File: config.mk
export PLATFORM = sky130hd
export DESIGN_NAME = character_lcd_nibble_interface_flat
export DESIGN_NICKNAME = d
export VERILOG_FILES = /design/src/rtl/clnib_pkg.sv /design/src/rtl/clnib_in_if.sv /design/src/rtl/clnib_out_if.sv /design/src/rtl/clnib_cfg_if.sv /design/src/rtl/clnib_cfg.sv /design/src/rtl/clnib_in_stage.sv /design/src/rtl/clnib_core.sv /design/src/rtl/character_lcd_nibble_interface.sv /design/src/flat_wrapper.sv
export VERILOG_INCLUDE_DIRS = /design/src /design/src/rtl
export SDC_FILE = /design/constraint.sdc
export NUM_CORES = 1
export LEC_CHECK = 0
export BUFFER_PORTS_ARGS = -buffer_cell sky130_fd_sc_hd__buf_4
export CORE_ASPECT_RATIO = 2
export CORE_UTILIZATION = 30
export CTS_CLUSTER_SIZE = 28
export DETAILED_ROUTE_END_ITERATION = 10
export GPL_TIMING_DRIVEN = 0
export PLACE_DENSITY = 0.43
export SLEW_MARGIN = 40
export SYNTH_ARGS = -nofsm -noshare
export SYNTH_HDL_FRONTEND = slang
export SYNTH_SLANG_ARGS = --single-unit
File: constraint.sdc
create_clock -name clk -period 5.1 [get_ports clk]
set_input_delay 0.51 -clock clk [delete_from_list [all_inputs] [get_ports clk]]
set_output_delay 0.51 -clock clk [all_outputs]
set_load 0.005 [all_outputs]
File: src/rtl/character_lcd_nibble_interface_macros.svh
// Assertion macros for the character LCD nibble interface RTL.
`ifndef CHARACTER_LCD_NIBBLE_INTERFACE_MACROS_SVH
`define CHARACTER_LCD_NIBBLE_INTERFACE_MACROS_SVH

// Check a condition on every rising clock edge outside reset.
`define CLNIB_ASSERT_ALWAYS(label, clk, rst_n, cond, msg) \
  label: assert property (@(posedge clk) disable iff (!rst_n) (cond)) else $error(msg);

// Check a consequence in the cycle after its antecedent.
`define CLNIB_ASSERT_NEXT(label, clk, rst_n, ante, cons, msg) \
  label: assert property (@(posedge clk) disable iff (!rst_n) (ante) |=> (cons)) else $error(msg);

`endif

File: src/rtl/clnib_pkg.sv
// Types, constants and init tables for the character LCD nibble interface.
package clnib_pkg;

  // Request codes carried by each tick
  typedef enum logic [1:0] {
    OP_TICK   = 2'd0,
    OP_DATA   = 2'd1,
    OP_CMD    = 2'd2,
    OP_CURSOR = 2'd3
  } op_t;

  // Transfer sequencer phases
  typedef enum logic [2:0] {
    PH_POWER  = 3'd0,
    PH_SETUP  = 3'd1,
    PH_ENABLE = 3'd2,
    PH_HOLD   = 3'd3,
    PH_SETTLE = 3'd4,
    PH_EXTRA  = 3'd5,
    PH_IDLE   = 3'd6
  } phase_t;

  // Init sequence steps: 0..3 nibbles, 4..7 commands, 8 finished
  localparam logic [3:0] STEP_FIRST_CMD = 4'd4;
  localparam logic [3:0] STEP_CLEAR     = 4'd6;
  localparam logic [3:0] STEP_DONE      = 4'd8;

  // Set-cursor command pieces
  localparam logic [7:0] DDRAM_CMD = 8'h80;
  localparam logic [7:0] ROW1_BASE = 8'h40;

  // Configuration register indexes
  typedef logic [2:0] cfg_idx_t;
  localparam cfg_idx_t REG_BYTE_SETTLE = 3'd0;
  localparam cfg_idx_t REG_POWER_UP    = 3'd1;
  localparam cfg_idx_t REG_INIT_NIBBLE = 3'd2;
  localparam cfg_idx_t REG_CLEAR_EXTRA = 3'd3;
  localparam cfg_idx_t REG_PULSE_PHASE = 3'd4;

  // Reset values of the timing registers, in ticks
  localparam logic [15:0] BYTE_SETTLE_RST = 16'd2000;
  localparam logic [15:0] POWER_UP_RST    = 16'd50000;
  localparam logic [15:0] INIT_NIBBLE_RST = 16'd5000;
  localparam logic [15:0] CLEAR_EXTRA_RST = 16'd2000;
  localparam logic [7:0]  PULSE_PHASE_RST = 8'd1;

  typedef struct packed {
    logic [15:0] byte_settle_ticks;
    logic [15:0] power_up_ticks;
    logic [15:0] init_nibble_ticks;
    logic [15:0] clear_extra_ticks;
    logic [7:0]  pulse_phase_ticks;
  } cfg_t;

  typedef struct packed {
    op_t        operation;
    logic [7:0] byte_value;
    logic       cursor_row;
    logic [5:0] cursor_column;
  } req_t;

  // Wake-up nibbles 3, 3, 3, 2
  function automatic logic [3:0] init_nibble(input logic [1:0] idx);
    logic [3:0] val;
    case (idx)
      2'd3:    val = 4'h2;
      default: val = 4'h3;
    endcase
    return val;
  endfunction

  // Function set, display on, clear, entry mode
  function automatic logic [7:0] init_cmd(input logic [1:0] idx);
    logic [7:0] val;
    case (idx)
      2'd0:    val = 8'h28;
      2'd1:    val = 8'h0C;
      2'd2:    val = 8'h01;
      default: val = 8'h06;
    endcase
    return val;
  endfunction

endpackage

File: src/rtl/clnib_in_if.sv
// Tick/request channel interface.
interface clnib_in_if;
  logic       valid;
  logic       ready;
  logic [1:0] operation;
  logic [7:0] byte_value;
  logic       cursor_row;
  logic [5:0] cursor_column;

  modport source (output valid, operation, byte_value, cursor_row, cursor_column,
                  input ready);
  modport sink   (input valid, operation, byte_value, cursor_row, cursor_column,
                  output ready);
endinterface

File: src/rtl/clnib_out_if.sv
// Pin-state result channel interface.
interface clnib_out_if;
  logic       valid;
  logic       ready;
  logic [3:0] data_pins;
  logic       register_select;
  logic       enable_pin;
  logic       ready_res;
  logic       init_done;
  logic       request_dropped;

  modport source (output valid, data_pins, register_select, enable_pin, ready_res,
                  init_done, request_dropped, input ready);
  modport sink   (input valid, data_pins, register_select, enable_pin, ready_res,
                  init_done, request_dropped, output ready);
endinterface

File: src/rtl/clnib_cfg_if.sv
// Configuration write channel interface.
interface clnib_cfg_if;
  logic        valid;
  logic        ready;
  logic [2:0]  index;
  logic [15:0] data;

  modport source (output valid, index, data, input ready);
  modport sink   (input valid, index, data, output ready);
endinterface

File: src/rtl/clnib_cfg.sv
// Timing configuration register file.
module clnib_cfg (
  input  logic            clk,
  input  logic            rst_n,
  clnib_cfg_if.sink       cfg,
  output clnib_pkg::cfg_t cfg_regs
);
  import clnib_pkg::*;

  cfg_t regs_r;
  cfg_t regs_nxt;

  // Always take a write beat
  assign cfg.ready = 1'b1;
  assign cfg_regs  = regs_r;

  // Decode the register index; indexes past the list are dropped
  always_comb begin
    regs_nxt = regs_r;
    if (cfg.valid) begin
      unique case (cfg.index)
        REG_BYTE_SETTLE: regs_nxt.byte_settle_ticks = cfg.data;
        REG_POWER_UP:    regs_nxt.power_up_ticks    = cfg.data;
        REG_INIT_NIBBLE: regs_nxt.init_nibble_ticks = cfg.data;
        REG_CLEAR_EXTRA: regs_nxt.clear_extra_ticks = cfg.data;
        REG_PULSE_PHASE: regs_nxt.pulse_phase_ticks = cfg.data[7:0];
        default:         regs_nxt = regs_r;
      endcase
    end
  end

  always_ff @(posedge clk) begin
    if (!rst_n) begin
      regs_r.byte_settle_ticks <= BYTE_SETTLE_RST;
      regs_r.power_up_ticks    <= POWER_UP_RST;
      regs_r.init_nibble_ticks <= INIT_NIBBLE_RST;
      regs_r.clear_extra_ticks <= CLEAR_EXTRA_RST;
      regs_r.pulse_phase_ticks <= PULSE_PHASE_RST;
    end else begin
      regs_r <= regs_nxt;
    end
  end

endmodule

File: src/rtl/clnib_in_stage.sv
// Input register for the tick/request channel.
module clnib_in_stage (
  input  logic            clk,
  input  logic            rst_n,
  clnib_in_if.sink        in_ch,
  output logic            req_valid,
  output clnib_pkg::req_t req,
  input  logic            req_take
);
  import clnib_pkg::*;

  logic valid_r;
  logic valid_nxt;
  req_t req_r;
  logic in_beat;

  // Accept while empty or while the held beat moves on
  assign in_ch.ready = !valid_r || req_take;
  assign in_beat     = in_ch.valid && in_ch.ready;
  assign req_valid   = valid_r;
  assign req         = req_r;

  always_comb begin
    valid_nxt = valid_r;
    if (in_beat) begin
      valid_nxt = 1'b1;
    end else if (req_take) begin
      valid_nxt = 1'b0;
    end
  end

  always_ff @(posedge clk) begin
    if (!rst_n) begin
      valid_r <= 1'b0;
    end else begin
      valid_r <= valid_nxt;
    end
  end

  // Capture payload
  always_ff @(posedge clk) begin
    if (in_beat) begin
      req_r.operation     <= op_t'(in_ch.operation);
      req_r.byte_value    <= in_ch.byte_value;
      req_r.cursor_row    <= in_ch.cursor_row;
      req_r.cursor_column <= in_ch.cursor_column;
    end
  end

endmodule

File: src/rtl/clnib_core.sv
// Transfer sequencer: init sequence, nibble timing and result register.
`include "character_lcd_nibble_interface_macros.svh"

module clnib_core (
  input  logic            clk,
  input  logic            rst_n,
  input  clnib_pkg::cfg_t cfg_regs,
  input  logic            req_valid,
  input  clnib_pkg::req_t req,
  output logic            req_take,
  clnib_out_if.source     out_ch
);
  import clnib_pkg::*;

  phase_t      phase_r, phase_nxt;
  logic [15:0] wait_count_r, wait_count_nxt;
  logic [7:0]  byte_latch_r, byte_latch_nxt;
  logic        low_half_r, low_half_nxt;
  logic [3:0]  init_step_r, init_step_nxt;
  logic [3:0]  pin_data_r, pin_data_nxt;
  logic        pin_rs_r, pin_rs_nxt;
  logic        pin_enable_r, pin_enable_nxt;

  logic        out_valid_r;
  logic [3:0]  out_data_r;
  logic        out_rs_r;
  logic        out_en_r;
  logic        out_rdy_r;
  logic        out_done_r;
  logic        out_drop_r;

  logic        fire;
  logic [15:0] limit;
  logic [15:0] wc_inc;
  logic        over;
  logic [3:0]  step_inc;
  logic [3:0]  init_sel;
  logic        init_is_nib;
  logic [7:0]  init_value;
  logic [7:0]  cursor_addr;
  logic        dropped;

  logic        start;
  logic [7:0]  start_value;
  logic        start_rs;
  logic        start_two;

  // Move one beat when the result register is empty or being taken
  assign req_take = !out_valid_r || out_ch.ready;
  assign fire     = req_valid && req_take;

  // Length of the current timed phase
  always_comb begin
    case (phase_r) inside
      PH_POWER:                     limit = cfg_regs.power_up_ticks;
      PH_SETUP, PH_ENABLE, PH_HOLD: limit = {8'd0, cfg_regs.pulse_phase_ticks};
      PH_SETTLE:                    limit = (init_step_r < STEP_FIRST_CMD) ?
                                            cfg_regs.init_nibble_ticks :
                                            cfg_regs.byte_settle_ticks;
      PH_EXTRA:                     limit = cfg_regs.clear_extra_ticks;
      default:                      limit = '1;
    endcase
  end

  // A zero limit or a wrapped count ends the phase at once
  assign wc_inc = wait_count_r + 16'd1;
  assign over   = (wc_inc >= limit) || (wc_inc == '0);

  // Next init item: current step on power-up, following step otherwise
  assign step_inc    = init_step_r + 4'd1;
  assign init_sel    = (phase_r == PH_POWER) ? init_step_r : step_inc;
  assign init_is_nib = init_sel < STEP_FIRST_CMD;
  assign init_value  = init_is_nib ? {4'd0, init_nibble(init_sel[1:0])} :
                                     init_cmd(init_sel[1:0]);

  // Row 1 starts at 0x40; the column never reaches that bit
  assign cursor_addr = DDRAM_CMD | (req.cursor_row ? ROW1_BASE : 8'd0) |
                       {2'd0, req.cursor_column};

  // Next state and result
  always_comb begin
    phase_nxt      = phase_r;
    wait_count_nxt = wait_count_r;
    byte_latch_nxt = byte_latch_r;
    low_half_nxt   = low_half_r;
    init_step_nxt  = init_step_r;
    pin_data_nxt   = pin_data_r;
    pin_rs_nxt     = pin_rs_r;
    pin_enable_nxt = pin_enable_r;
    dropped        = 1'b0;
    start          = 1'b0;
    start_value    = init_value;
    start_rs       = 1'b0;
    start_two      = !init_is_nib;

    if (phase_r != PH_IDLE) begin
      dropped = req.operation != OP_TICK;
    end

    unique case (phase_r)
      PH_IDLE: begin
        if (req.operation != OP_TICK) begin
          start     = 1'b1;
          start_two = 1'b1;
          case (req.operation)
            OP_DATA: begin
              start_value = req.byte_value;
              start_rs    = 1'b1;
            end
            OP_CMD:  start_value = req.byte_value;
            default: start_value = cursor_addr;
          endcase
        end
      end
      PH_POWER: begin
        wait_count_nxt = over ? 16'd0 : wc_inc;
        start          = over;
      end
      PH_SETUP: begin
        wait_count_nxt = over ? 16'd0 : wc_inc;
        if (over) begin
          phase_nxt      = PH_ENABLE;
          pin_enable_nxt = 1'b1;
        end
      end
      PH_ENABLE: begin
        wait_count_nxt = over ? 16'd0 : wc_inc;
        if (over) begin
          phase_nxt      = PH_HOLD;
          pin_enable_nxt = 1'b0;
        end
      end
      PH_HOLD: begin
        wait_count_nxt = over ? 16'd0 : wc_inc;
        if (over) begin
          if (low_half_r) begin
            low_half_nxt = 1'b0;
            pin_data_nxt = byte_latch_r[3:0];
            phase_nxt    = PH_SETUP;
          end else begin
            phase_nxt = PH_SETTLE;
          end
        end
      end
      PH_SETTLE, PH_EXTRA: begin
        wait_count_nxt = over ? 16'd0 : wc_inc;
        if (over) begin
          if (phase_r == PH_SETTLE && init_step_r == STEP_CLEAR &&
              cfg_regs.clear_extra_ticks != '0) begin
            phase_nxt = PH_EXTRA;
          end else if (init_step_r < STEP_DONE) begin
            init_step_nxt = step_inc;
            if (step_inc < STEP_DONE) begin
              start = 1'b1;
            end else begin
              phase_nxt = PH_IDLE;
            end
          end else begin
            phase_nxt = PH_IDLE;
          end
        end
      end
      default: begin
        phase_nxt      = PH_IDLE;
        wait_count_nxt = '0;
      end
    endcase

    // Load a new byte or init nibble into the sequencer
    if (start) begin
      byte_latch_nxt = start_value;
      low_half_nxt   = start_two;
      pin_data_nxt   = start_two ? start_value[7:4] : start_value[3:0];
      if (start_two) begin
        pin_rs_nxt = start_rs;
      end
      pin_enable_nxt = 1'b0;
      phase_nxt      = PH_SETUP;
      wait_count_nxt = '0;
    end
  end

  // Sequencer state advances one tick per beat
  always_ff @(posedge clk) begin
    if (!rst_n) begin
      phase_r      <= PH_POWER;
      wait_count_r <= '0;
      byte_latch_r <= '0;
      low_half_r   <= 1'b0;
      init_step_r  <= '0;
      pin_data_r   <= '0;
      pin_rs_r     <= 1'b0;
      pin_enable_r <= 1'b0;
    end else if (fire) begin
      phase_r      <= phase_nxt;
      wait_count_r <= wait_count_nxt;
      byte_latch_r <= byte_latch_nxt;
      low_half_r   <= low_half_nxt;
      init_step_r  <= init_step_nxt;
      pin_data_r   <= pin_data_nxt;
      pin_rs_r     <= pin_rs_nxt;
      pin_enable_r <= pin_enable_nxt;
    end
  end

  // Result valid: set on a beat, drop once taken
  always_ff @(posedge clk) begin
    if (!rst_n) begin
      out_valid_r <= 1'b0;
    end else if (fire) begin
      out_valid_r <= 1'b1;
    end else if (out_ch.ready) begin
      out_valid_r <= 1'b0;
    end
  end

  // Result payload shows the state after the tick
  always_ff @(posedge clk) begin
    if (fire) begin
      out_data_r <= pin_data_nxt;
      out_rs_r   <= pin_rs_nxt;
      out_en_r   <= pin_enable_nxt;
      out_rdy_r  <= phase_nxt == PH_IDLE;
      out_done_r <= init_step_nxt >= STEP_DONE;
      out_drop_r <= dropped;
    end
  end

  assign out_ch.valid           = out_valid_r;
  assign out_ch.data_pins       = out_data_r;
  assign out_ch.register_select = out_rs_r;
  assign out_ch.enable_pin      = out_en_r;
  assign out_ch.ready_res       = out_rdy_r;
  assign out_ch.init_done       = out_done_r;
  assign out_ch.request_dropped = out_drop_r;

  `CLNIB_ASSERT_ALWAYS(a_enable_in_phase, clk, rst_n, pin_enable_r == (phase_r == PH_ENABLE), "E high outside the enable phase")
  `CLNIB_ASSERT_ALWAYS(a_step_range, clk, rst_n, init_step_r <= STEP_DONE, "init step past done")
  `CLNIB_ASSERT_ALWAYS(a_low_half_phase, clk, rst_n, !low_half_r || phase_r == PH_SETUP || phase_r == PH_ENABLE || phase_r == PH_HOLD, "low nibble pending outside a pulse")
  `CLNIB_ASSERT_NEXT(a_request_starts, clk, rst_n, fire && phase_r == PH_IDLE && req.operation != OP_TICK, phase_r == PH_SETUP, "request from idle did not start a transfer")

endmodule

File: src/rtl/character_lcd_nibble_interface.sv
// A tick's result passes through the input register and then the result register.
// Throughput: one tick per cycle; the input register and the result register each
// take a new beat while the next stage takes theirs, so stalls only come from out_chan.
// Reset (rst_n low, synchronous) restores the timing registers and starts the
// power-up wait; requests are dropped until init_done rises.
// Top level of the character LCD nibble interface.
module character_lcd_nibble_interface (
  input  logic        clk,
  input  logic        rst_n,
  clnib_in_if.sink    in_chan,
  clnib_out_if.source out_chan,
  clnib_cfg_if.sink   cfg_chan
);
  import clnib_pkg::*;

  cfg_t cfg_regs;
  req_t req;
  logic req_valid;
  logic req_take;

  // Timing registers
  clnib_cfg u_cfg (
    .clk      (clk),
    .rst_n    (rst_n),
    .cfg      (cfg_chan),
    .cfg_regs (cfg_regs)
  );

  // Input register
  clnib_in_stage u_in_stage (
    .clk       (clk),
    .rst_n     (rst_n),
    .in_ch     (in_chan),
    .req_valid (req_valid),
    .req       (req),
    .req_take  (req_take)
  );

  // Sequencer and result register
  clnib_core u_core (
    .clk       (clk),
    .rst_n     (rst_n),
    .cfg_regs  (cfg_regs),
    .req_valid (req_valid),
    .req       (req),
    .req_take  (req_take),
    .out_ch    (out_chan)
  );

endmodule

File: src/flat_wrapper.sv
// flat-port wrapper written by rule: the top's interface ports become plain ports
module character_lcd_nibble_interface_flat import clnib_pkg::*;
  (clk, rst_n, in_chan_valid, in_chan_operation, in_chan_byte_value, in_chan_cursor_row, in_chan_cursor_column, in_chan_ready, out_chan_valid, out_chan_data_pins, out_chan_register_select, out_chan_enable_pin, out_chan_ready_res, out_chan_init_done, out_chan_request_dropped, out_chan_ready, cfg_chan_valid, cfg_chan_index, cfg_chan_data, cfg_chan_ready);
  clnib_in_if in_chan_i ();
  clnib_out_if out_chan_i ();
  clnib_cfg_if cfg_chan_i ();
  input  logic clk;
  input  logic rst_n;
  input wire logic [$bits(in_chan_i.valid)-1:0] in_chan_valid;
  input wire logic [$bits(in_chan_i.operation)-1:0] in_chan_operation;
  input wire logic [$bits(in_chan_i.byte_value)-1:0] in_chan_byte_value;
  input wire logic [$bits(in_chan_i.cursor_row)-1:0] in_chan_cursor_row;
  input wire logic [$bits(in_chan_i.cursor_column)-1:0] in_chan_cursor_column;
  output wire logic [$bits(in_chan_i.ready)-1:0] in_chan_ready;
  output wire logic [$bits(out_chan_i.valid)-1:0] out_chan_valid;
  output wire logic [$bits(out_chan_i.data_pins)-1:0] out_chan_data_pins;
  output wire logic [$bits(out_chan_i.register_select)-1:0] out_chan_register_select;
  output wire logic [$bits(out_chan_i.enable_pin)-1:0] out_chan_enable_pin;
  output wire logic [$bits(out_chan_i.ready_res)-1:0] out_chan_ready_res;
  output wire logic [$bits(out_chan_i.init_done)-1:0] out_chan_init_done;
  output wire logic [$bits(out_chan_i.request_dropped)-1:0] out_chan_request_dropped;
  input wire logic [$bits(out_chan_i.ready)-1:0] out_chan_ready;
  input wire logic [$bits(cfg_chan_i.valid)-1:0] cfg_chan_valid;
  input wire logic [$bits(cfg_chan_i.index)-1:0] cfg_chan_index;
  input wire logic [$bits(cfg_chan_i.data)-1:0] cfg_chan_data;
  output wire logic [$bits(cfg_chan_i.ready)-1:0] cfg_chan_ready;
  assign in_chan_i.valid = in_chan_valid;
  assign in_chan_i.operation = in_chan_operation;
  assign in_chan_i.byte_value = in_chan_byte_value;
  assign in_chan_i.cursor_row = in_chan_cursor_row;
  assign in_chan_i.cursor_column = in_chan_cursor_column;
  assign in_chan_ready = in_chan_i.ready;
  assign out_chan_valid = out_chan_i.valid;
  assign out_chan_data_pins = out_chan_i.data_pins;
  assign out_chan_register_select = out_chan_i.register_select;
  assign out_chan_enable_pin = out_chan_i.enable_pin;
  assign out_chan_ready_res = out_chan_i.ready_res;
  assign out_chan_init_done = out_chan_i.init_done;
  assign out_chan_request_dropped = out_chan_i.request_dropped;
  assign out_chan_i.ready = out_chan_ready;
  assign cfg_chan_i.valid = cfg_chan_valid;
  assign cfg_chan_i.index = cfg_chan_index;
  assign cfg_chan_i.data = cfg_chan_data;
  assign cfg_chan_ready = cfg_chan_i.ready;
  character_lcd_nibble_interface u_core (.clk(clk), .rst_n(rst_n), .in_chan(in_chan_i), .out_chan(out_chan_i), .cfg_chan(cfg_chan_i));
endmodule
[Word level (Yosys, flattened, before mapping)]
Cells that the tools add are included.
Cells by class
  add/subtract/negate cells: 2
  bitwise gates (word level): 1
  multiplexer cells: 59
  magnitude comparators: 6
  equal/unequal tests: 19
  reduce and logical (&&, ||, !) cells: 33
Operator list (number)
  two-way mux 16 bit: 7
  two-way mux 4 bit: 10
  two-way mux 8 bit: 4
  one-hot mux 16 bit (2 select lines): 1
  two-way mux 3 bit: 9
  two-way mux 1 bit: 23
  one-hot mux 6 bit (3 select lines): 1
  adder 16 x 1 -> 16 bit (second input constant): 1
  greater-or-equal comparator 16 bit: 1
  zero test 16 bit: 1
  nonzero test 16 bit: 1
  equality test 3 bit (second input constant): 5
  one-hot mux 3 bit (5 select lines): 1
  AND reduction 2 bit: 7
  equality test 3 x 2 -> 1 bit (second input constant): 4
  nonzero test 2 bit: 5
  < comparator 4 x 3 -> 1 bit (second input constant): 2
  < comparator 4 bit (second input constant): 2
  OR 8 x 6 -> 8 bit: 1
  two-way mux 7 bit: 1
  equality test 2 bit (second input constant): 3
  equality test 3 x 1 -> 1 bit (second input constant): 2
  zero test 3 bit: 2
  OR reduction 2 bit: 3
  15 further kinds: 23
Word-level totals
  output and inout port bits: 12
  logic and storage cells: 145
  bits in registers: 134
  input bits: 41

[Logic depth before layout (Yosys ltp)]
Gate-level depths: netlist of run 1.
  depth in word-level cells: 11
  mapped depth: 18
  depth with buffers taken out: 15

[Modules after synthesis]
Synthesis of run 1 repeated with hierarchy kept, for this count alone.
Unflattened totals
  cells, all modules: 827
  area total of the unflattened synthesis: 7378.3 um^2
By module, submodules not included
  clnib_core: cells an instance 536, area an instance 4001.3 um^2, instances 1
  clnib_cfg: cells an instance 269, area an instance 2808.9 um^2, instances 1
  clnib_in_stage: cells an instance 22, area an instance 568.0 um^2, instances 1

[Least setup slack after synthesis of run 1]
OpenSTA, ideal clock, no wires.
  kind: register -> register
  from: register u_core.u_core.init_step_r[2]
  to: register u_core.u_core.wait_count_r[10]
  setup slack: 1.414 ns
  library setup time: 0.070 ns
  data arrival time: 3.615 ns
  required time: 5.030 ns
  cell stages (with the launch flop): 17
  cells stage by stage: dfxtp_1 clkbuf_1 nor2_1 clkbuf_1 mux2i_1 a21oi_1 o22ai_1 ha_1 a21o_1 a21o_1 a221oi_1 o211a_1 o21ai_2 a21oi_1 buf_2 nand3_1 a21oi_1
Between the ends
  longest elaborated chain between the ends: 11
  elaborated cells between the ends (all ways): 23
  those cells by class: add/sub (1); order compare (4); eq/ne (2); mux (12); reduce/logical (4)
RTL lines
  start, declared: RTL line clnib_core.sv:19  | logic [3:0] init_step_r, init_step_nxt;
  start signal, assigned: RTL line clnib_core.sv:199  | init_step_r <= init_step_nxt;
  < comparator 4 x 3 -> 1 bit: RTL line clnib_core.sv:57  | PH_SETTLE: limit = (init_step_r < STEP_FIRST_CMD) ?
  two-way mux 16 bit: RTL line clnib_core.sv:57
  two-way mux 16 bit (3 in a row): RTL line clnib_core.sv:54  | case (phase_r) inside
  greater-or-equal comparator 16 bit: RTL line clnib_core.sv:67  | assign over = (wc_inc >= limit) || (wc_inc == '0);
  logical OR 1 bit: RTL line clnib_core.sv:67
  two-way mux 1 bit: RTL line clnib_core.sv:147  | if (over) begin
  one-hot mux 1 bit (3 select lines): RTL line clnib_core.sv:100  | unique case (phase_r)
  != test 2 bit (no source line)
  AND reduction 2 bit (no source line)
  end signal, assigned: RTL line clnib_core.sv:196  | wait_count_r <= wait_count_nxt;
  end, declared: RTL line clnib_core.sv:16  | logic [15:0] wait_count_r, wait_count_nxt;
Parallel ways exist; a longest one is shown, timed or not.
A chain may end at the register's enable or synchronous reset.

[Worst setup path after layout of run 1]
  from: register u_core.u_core.phase_r[2]
  to: register u_core.u_core.wait_count_r[10]
Between the ends
  longest elaborated chain between the ends: 11
  elaborated cells between the ends (all ways): 26
  those cells by class: order compare (1); eq/ne (7); mux (10); reduce/logical (8)
RTL lines
  start, declared: RTL line clnib_core.sv:15  | phase_t phase_r, phase_nxt;
  start signal, assigned: RTL line clnib_core.sv:195  | phase_r <= phase_nxt;
  equality test 3 bit: RTL line clnib_core.sv:100
  two-way mux 16 bit (4 in a row): RTL line clnib_core.sv:54
  greater-or-equal comparator 16 bit: RTL line clnib_core.sv:67
  logical OR 1 bit: RTL line clnib_core.sv:67
  two-way mux 1 bit: RTL line clnib_core.sv:147
  one-hot mux 1 bit (3 select lines): RTL line clnib_core.sv:100
  != test 2 bit (no source line)
  AND reduction 2 bit (no source line)
Parallel ways exist; a longest one is shown, timed or not.

==> impl_metrics.yaml, run 1 <==
setup_path:
  end_kind: "flip-flop"
  crit_path_start: "u_core.u_core.phase_r[2]"
  reg2reg_depth: 14
  r2r_end: "u_core.u_core.wait_count_r[10]"
  crit_fanout: 10
  crit_top_cell: "clkbuf_1"
  r2r-start: "u_core.u_core.phase_r[2]"
  critical_path_arrival_ns: 5.22
  critPathRequiredTime_ns: 5.46
  rrSetupSlack_ns: 0.24
  slowest_delay_ns: 0.54
  path_depth: 14
  cpMaxStageDelayCell: "clkbuf_1"
  path_buf_inv: 4
  startpoint_type: "flip-flop"
  cp_cell_sequence: "clkbuf_1, clkbuf_1, clkbuf_1, o22ai_1, ha_1, a21o_1, a21o_1, a221oi_1, o211a_1, o21ai_2, a21oi_1, buf_2, nand3_1, a21oi_1"
  critPathTopFamily: "compound AO/OA/AOI/OAI gates"
  path_class: "flip-flop to flip-flop"
  critical_path.endpoint: "u_core.u_core.wait_count_r[10]"
power:
  p_leak_nw: 3.33
  ir_worst_vdd_uv: 223
  p_int_mw: 1.89
  p_seq_frac: 0.446
  p_total_mw: 2.52
  p_per_area_nw_per_um2: 305
  power.switching_mw: 0.634
  netSwitchingFraction: 0.251
  combPwrFrac: 0.079
  pwr-share-clk: 0.475
timing:
  fmax_mhz: 206
  finalSetupViolations: 0
  fin_skew_ns: 0.0117
  period_share: 0.954
  holdWs_ns: 0.247
  drv_slew: 0
  grt_setup_unrepaired: "no"
  maxSlewHeadroom: 0.452
  tns_ns: 0
  hold_violations: 0
  layout_min_cycle_time_ns: 4.86
  worst_slack_ns: 0.236
  worst_pin_slew_ns: 0.814
placement:
  dp_hpwl_um: 17700
  port_buffers: 51
  place_ws_ns: -0.447
  gp_congestion: 0.825
logic_synthesis:
  synth-seq-cells: 134
  async_reset_ff_frac: 0
  seq_area_frac_synth: 0.424
  synth_cell_types: 67
  avgSynthCellArea_um2: 8.26
  yosys_most_used_dff: "dfxtp_1"
  yosys_warnings: 0
  syn-num-nets: 905
  syn_area_um2: 6950
  syn_inst: 841
  synth_edf_count: 26
global_route:
  grt_pass1_wl_um: 35100
  gr-usage-all-layers: 0.204
  grt_max_degree: 19
  grt_pass1_vias: 6142
  antenna_found_initial: 0
  overflow: 0
detailed_routing:
  via_count: 6058
  drt_iter0_markers: 189
  drt.antenna.violating_nets: 0
  avgViaCountPerCell: 5.03
  route.detailed.wl_per_inst_um: 19.0
  firstDrtPassIters: 4
  wirelength_um: 22900
  drc: 0
clock_network:
  cts.clk_slew.worst_paths_ns: 0.07
  cts_setup_buffers: 0
  insertion_delay_ns: 0.44
  numCtsBuffers: 17
  postCtsResizedCells: 2
  h-tree-depth: 4
  clockBufferDepth: 2
  cts_sinks: 134
  cts_tree: "yes"
  cts.hold.buffers_added: 0
  root_buffer: "clkbuf_16"
final_layout:
  nNetsFinal: 975
  drive_gt1_frac: 0.144
  antenna_cells: 0
  layout_common_cells: "187 x nand2_1, 108 x dfxtp_1, 105 x a21oi_1"
  postLayoutCoreUtil: 0.364
  layout_commonest_cell: "nand2_1"
  syn2layout_area_growth_pct: 19.1
die:
  placementRows: 78
  core_area_um2: 22700
  die_area_um2: 23800
  ios: 53
  start_util: 0.306
  dieWidth_um: 110
  die_h_um: 217
run_status:
  status: "finished, final reports clean"
min_path:
  hold_path.class: "primary input to flip-flop"
flow_run:
  maxCapViolCount: 0
==> final cells by class <==
| cell class | count | area, µm² |
|---|---|---|
| clock buffer | 22 | 507 |
| clock inverter | 10 | 65.1 |
| multi-input combinational | 635 | 3710 |
| buffer | 61 | 274 |
| sequential | 134 | 2940 |
| fill | 2457 | 14500 |
| timing repair buffer | 51 | 383 |
| inverter | 11 | 41.3 |
| tap | 280 | 350 |
==> worst register-to-register path, stage by stage, from the launching register on <==
cell and delay [ns]:
dfxtp_1 0.31, clkbuf_1 0.39, clkbuf_1 0.49, clkbuf_1 0.54, o22ai_1 0.31, ha_1 0.37, a21o_1 0.16, a21o_1 0.17
a221oi_1 0.40, o211a_1 0.25, o21ai_2 0.19, a21oi_1 0.54, buf_2 0.37, nand3_1 0.11, a21oi_1 0.17
==> cell families (layout without fill, tap and decap cells) <==
family,Yosys count,in the layout,synth area share
AND/OR/NAND/NOR,361,361,0.239
AO/OA/AOI/OAI,197,197,0.175
flip-flops,134,134,0.424
buffers and inverters,72,155,0.0448
multiplexers,35,35,0.0533
adder cells (fa/ha/maj),23,23,0.0414
XOR/XNOR,18,18,0.0227
other,1,1,0.000540
==> state kept, by name, indices dropped and copies added (netlist names), named ones only <==
signal                                flops
u_core.u_cfg.cfg_regs                    72
u_core.u_core.byte_latch_r                4
u_core.u_core.init_step_r                 3
u_core.u_core.low_half_r                  1
u_core.u_core.out_ch.data_pins            4
u_core.u_core.out_ch.enable_pin           1
u_core.u_core.out_ch.init_done            1
u_core.u_core.out_ch.ready_res            1
u_core.u_core.out_ch.register_select      1
u_core.u_core.out_ch.request_dropped      1
u_core.u_core.out_ch.valid                1
u_core.u_core.phase_r                     3
u_core.u_core.pin_data_r                  4
u_core.u_core.pin_enable_r                1
u_core.u_core.pin_rs_r                    1
u_core.u_core.wait_count_r               16
u_core.u_in_stage.req                    17
u_core.u_in_stage.req_valid               1
==> synthesized netlist by cell type (3+ instances only) <==
cell type / count / area [µm²]
ha_1: 23 / 288
buf_6: 3 / 33.8
mux2i_1: 19 / 190
dfxtp_1: 108 / 2160
and3_1: 9 / 56.3
nor4_1: 5 / 31.3
buf_2: 6 / 30.0
nand3_1: 48 / 240
nand4b_1: 3 / 26.3
and4_1: 5 / 43.8
nor3b_1: 7 / 52.6
edfxtp_1: 26 / 781
nor2b_1: 6 / 37.5
o22ai_1: 8 / 50.1
a31oi_1: 7 / 43.8
a21o_1: 13 / 97.6
nor2_1: 51 / 191
o32ai_1: 5 / 43.8
a21oi_1: 105 / 526
o21ai_1: 3 / 15.0
xnor2_1: 15 / 131
clkbuf_1: 47 / 176
o31ai_1: 4 / 30.0
and2_1: 6 / 37.5
o21ai_0: 19 / 95.1
or2_2: 3 / 18.8
nand4_1: 8 / 50.1
a211oi_1: 6 / 45.0
mux2_2: 16 / 180
nand2b_1: 6 / 37.5
buf_4: 3 / 22.5
xor2_1: 3 / 26.3
a41oi_1: 3 / 26.3
inv_1: 9 / 33.8
nor3_1: 9 / 45.0
nand2_1: 187 / 702
==> metal layers <==
metal	track usage	vias to the layer above	share of wire
li1	-	3115	-
met1	0.199	2813	0.37
met2	0.390	101	0.57
met3	0.0443	29	0.025
met4	0.100	0	0.034
met5	0	-	0
==> through the flow <==
stage / cells / instance area (µm²)
after detailed placement: 1172 / 7690
after global routing: 1204 / 8280
final: 1204 / 8280
after floorplan: 841 / 6950
after CTS: 1204 / 8270
after global placement: 1172 / 7680
==> worst min path at each step <==
stage | start | to | depth (start not counted) | slack (ns)
finish | in_chan_cursor_column[0] | u_core.u_in_stage.req[0] | 1 | 0.25
global route | in_chan_cursor_column[0] | u_core.u_in_stage.req[0] | 1 | 0.22
floorplan | u_core.u_cfg.cfg_regs[50] | u_core.u_cfg.cfg_regs[50] | 2 | 0.43
global placement | u_core.u_cfg.cfg_regs[52] | u_core.u_cfg.cfg_regs[52] | 2 | 0.44
CTS | in_chan_cursor_column[0] | u_core.u_in_stage.req[0] | 1 | 0.23
detailed placement | u_core.u_cfg.cfg_regs[53] | u_core.u_cfg.cfg_regs[53] | 2 | 0.44
==> power by group through the flow <==
stage / clock network [mW] / registers [mW] / logic, mW
floorplan: 0 / 1.14 / 0.111
finish: 1.20 / 1.12 / 0.199
detailed placement: 0 / 1.15 / 0.203
global placement: 0 / 1.15 / 0.201
CTS: 1.23 / 1.12 / 0.204
global route: 1.28 / 1.13 / 0.221
Power figures use the tool's default switching activity.
==> run 2, diff against run 1 <==
--- a/config.mk
+++ b/config.mk
@@ -13,6 +13,8 @@
 export DETAILED_ROUTE_END_ITERATION = 10
 export GPL_TIMING_DRIVEN = 0
 export PLACE_DENSITY = 0.43
+export RECOVER_POWER = 25
+export SKIP_LAST_GASP = 1
 export SLEW_MARGIN = 40
 export SYNTH_ARGS = -nofsm -noshare
 export SYNTH_HDL_FRONTEND = slang
==> constraint.sdc (replaced) <==
create_clock -name clk -period 5.1 [get_ports clk]
set_input_delay 0.51 -clock clk [delete_from_list [all_inputs] [get_ports clk]]
set_output_delay 0.51 -clock clk [all_outputs]
set_load 0.05 [all_outputs]
==> run 2 against run 1 <==
Compared with the run above:
- die area did not move
- critical path type unchanged
- first-iteration DRC count up 2.6%
- non-clock buffer count stayed put
- clock-buffer cell count unchanged
- critical path depth unchanged
- sequential share of layout area hardly changed
- via count barely moved
- global-route usage did not move
- flip-flop and latch count unchanged
- routed wire length shrank 0.25%
- clock skew is essentially flat
- critical endpoint is now u_core.u_core.wait_count_r[3]
==> impl_metrics.yaml, run 2 (synthesized netlist as in run 1, its figures left out) <==
run_status:
  status: "finished, final reports clean"
setup_path:
  startpoint_type: "flip-flop"
  critPathRequiredTime_ns: 5.46
  end_kind: "flip-flop"
  crit_fanout: 10
  critical_path_arrival_ns: 5.22
  r2r-start: "u_core.u_core.phase_r[2]"
  rrSetupSlack_ns: 0.24
  crit_path_start: "u_core.u_core.phase_r[2]"
  path_class: "flip-flop to flip-flop"
final_layout:
  layout_common_cells: "187 x nand2_1, 108 x dfxtp_1, 105 x a21oi_1"
  fillerInstances: 2460
  layout_commonest_cell: "nand2_1"
  antenna_cells: 0
  drive_gt1_frac: 0.140
  postLayoutCoreUtil: 0.364
  nNetsFinal: 975
  largest_reg_flops: 72
  syn2layout_area_growth_pct: 19.0
clock_network:
  insertion_delay_ns: 0.44
  cts.hold.buffers_added: 0
  h-tree-depth: 4
  cts_setup_buffers: 0
  cts_sinks: 134
  cts.clk_slew.worst_paths_ns: 0.07
  cts_tree: "yes"
  postCtsResizedCells: 2
  root_buffer: "clkbuf_16"
  numCtsBuffers: 17
  clockBufferDepth: 2
global_route:
  gr-usage-all-layers: 0.204
  grt_max_degree: 19
  grt_pass1_vias: 6142
  antenna_found_initial: 0
  grt_pass1_wl_um: 35100
  overflow: 0
placement:
  dp_hpwl_um: 17700
  port_buffers: 51
  gp_congestion: 0.825
timing:
  layout_min_cycle_time_ns: 4.86
  period_share: 0.953
  fmax_mhz: 206
  maxSlewHeadroom: 0.262
  grt_setup_unrepaired: "no"
  drv_slew: 0
  worst_pin_slew_ns: 1.11
  tns_ns: 0
  fin_skew_ns: 0.0114
  hold_violations: 0
  finalSetupViolations: 0
power:
  p_total_mw: 2.53
  ir_worst_vdd_uv: 224
  p_per_area_nw_per_um2: 306
  p_leak_nw: 3.32
detailed_routing:
  avgViaCountPerCell: 5.03
  firstDrtPassIters: 4
  route.detailed.wl_per_inst_um: 19.0
  wirelength_um: 22800
  drt_iter0_markers: 194
  drc: 0
  drt.antenna.violating_nets: 0
  via_count: 6055
die:
  die_h_um: 217
  dieWidth_um: 110
  die_area_um2: 23800
  ios: 53
  start_util: 0.306
  core_area_um2: 22700
  placementRows: 78
min_path:
  hold_path.class: "primary input to flip-flop"
  hp-start: "in_chan_cursor_column[0]"
flow_run:
  maxCapViolCount: 0
run 2: layout make-up:
| class | count | area, µm² | share of cell area |
|---|---|---|---|
| Clock inverter | 10 | 65.1 | 0.00787 |
| Timing Repair Buffer | 51 | 379 | 0.0458 |
| Multi-Input combinational cell | 635 | 3710 | 0.449 |
| Inverter | 11 | 41.3 | 0.00499 |
| Sequential cell | 134 | 2940 | 0.356 |
| Buffer | 61 | 273 | 0.0330 |
| Tap cell | 280 | 350 | 0.0424 |
| Clock buffer | 22 | 507 | 0.0613 |
run 2: per-layer routing:
metal,track usage,share of wire,wire (µm)
met5,0,0,0
met4,0.100,0.035,792
met3,0.0443,0.024,542
met2,0.390,0.57,13100
met1,0.199,0.37,8440
run 2: final timing paths:
kind | to | cells after the start
max | u_core.u_core.wait_count_r[3] | 14
min | u_core.u_in_stage.req[0] | 1
max reg2reg | u_core.u_core.wait_count_r[3] | 14
min reg2reg | u_core.u_cfg.cfg_regs[38] | 2
run 2: per-stage QoR:
stage                     hold WS (ns)  cells  cell area, µm²  worst slack [ns]
after CTS                        0.226   1204            8270            0.0291
final                            0.272   1204            8270             0.238
after floorplan                  0.432    841            6950              1.41
after detailed placement         0.443   1172            7690            -0.447
after global routing             0.247   1204            8270            0.0181
after global placement           0.439   1172            7680            -0.459
run 2: power by group:
part           switching, mW  total [mW]  internal, mW
Clock                  0.495        1.20         0.703
Combinational          0.137       0.211        0.0733
Sequential            0.0151        1.12          1.11
run 2: critical path: stages, from the launching register on:
cell	delay (ns)
dfxtp_1	0.31
clkbuf_1	0.38
clkbuf_1	0.49
clkbuf_1	0.53
o22ai_1	0.30
ha_1	0.37
a21o_1	0.16
a21o_1	0.17
a221oi_1	0.40
o211a_1	0.25
o21ai_2	0.19
a21oi_1	0.54
buf_2	0.37
nand3_1	0.11
a21oi_1	0.18
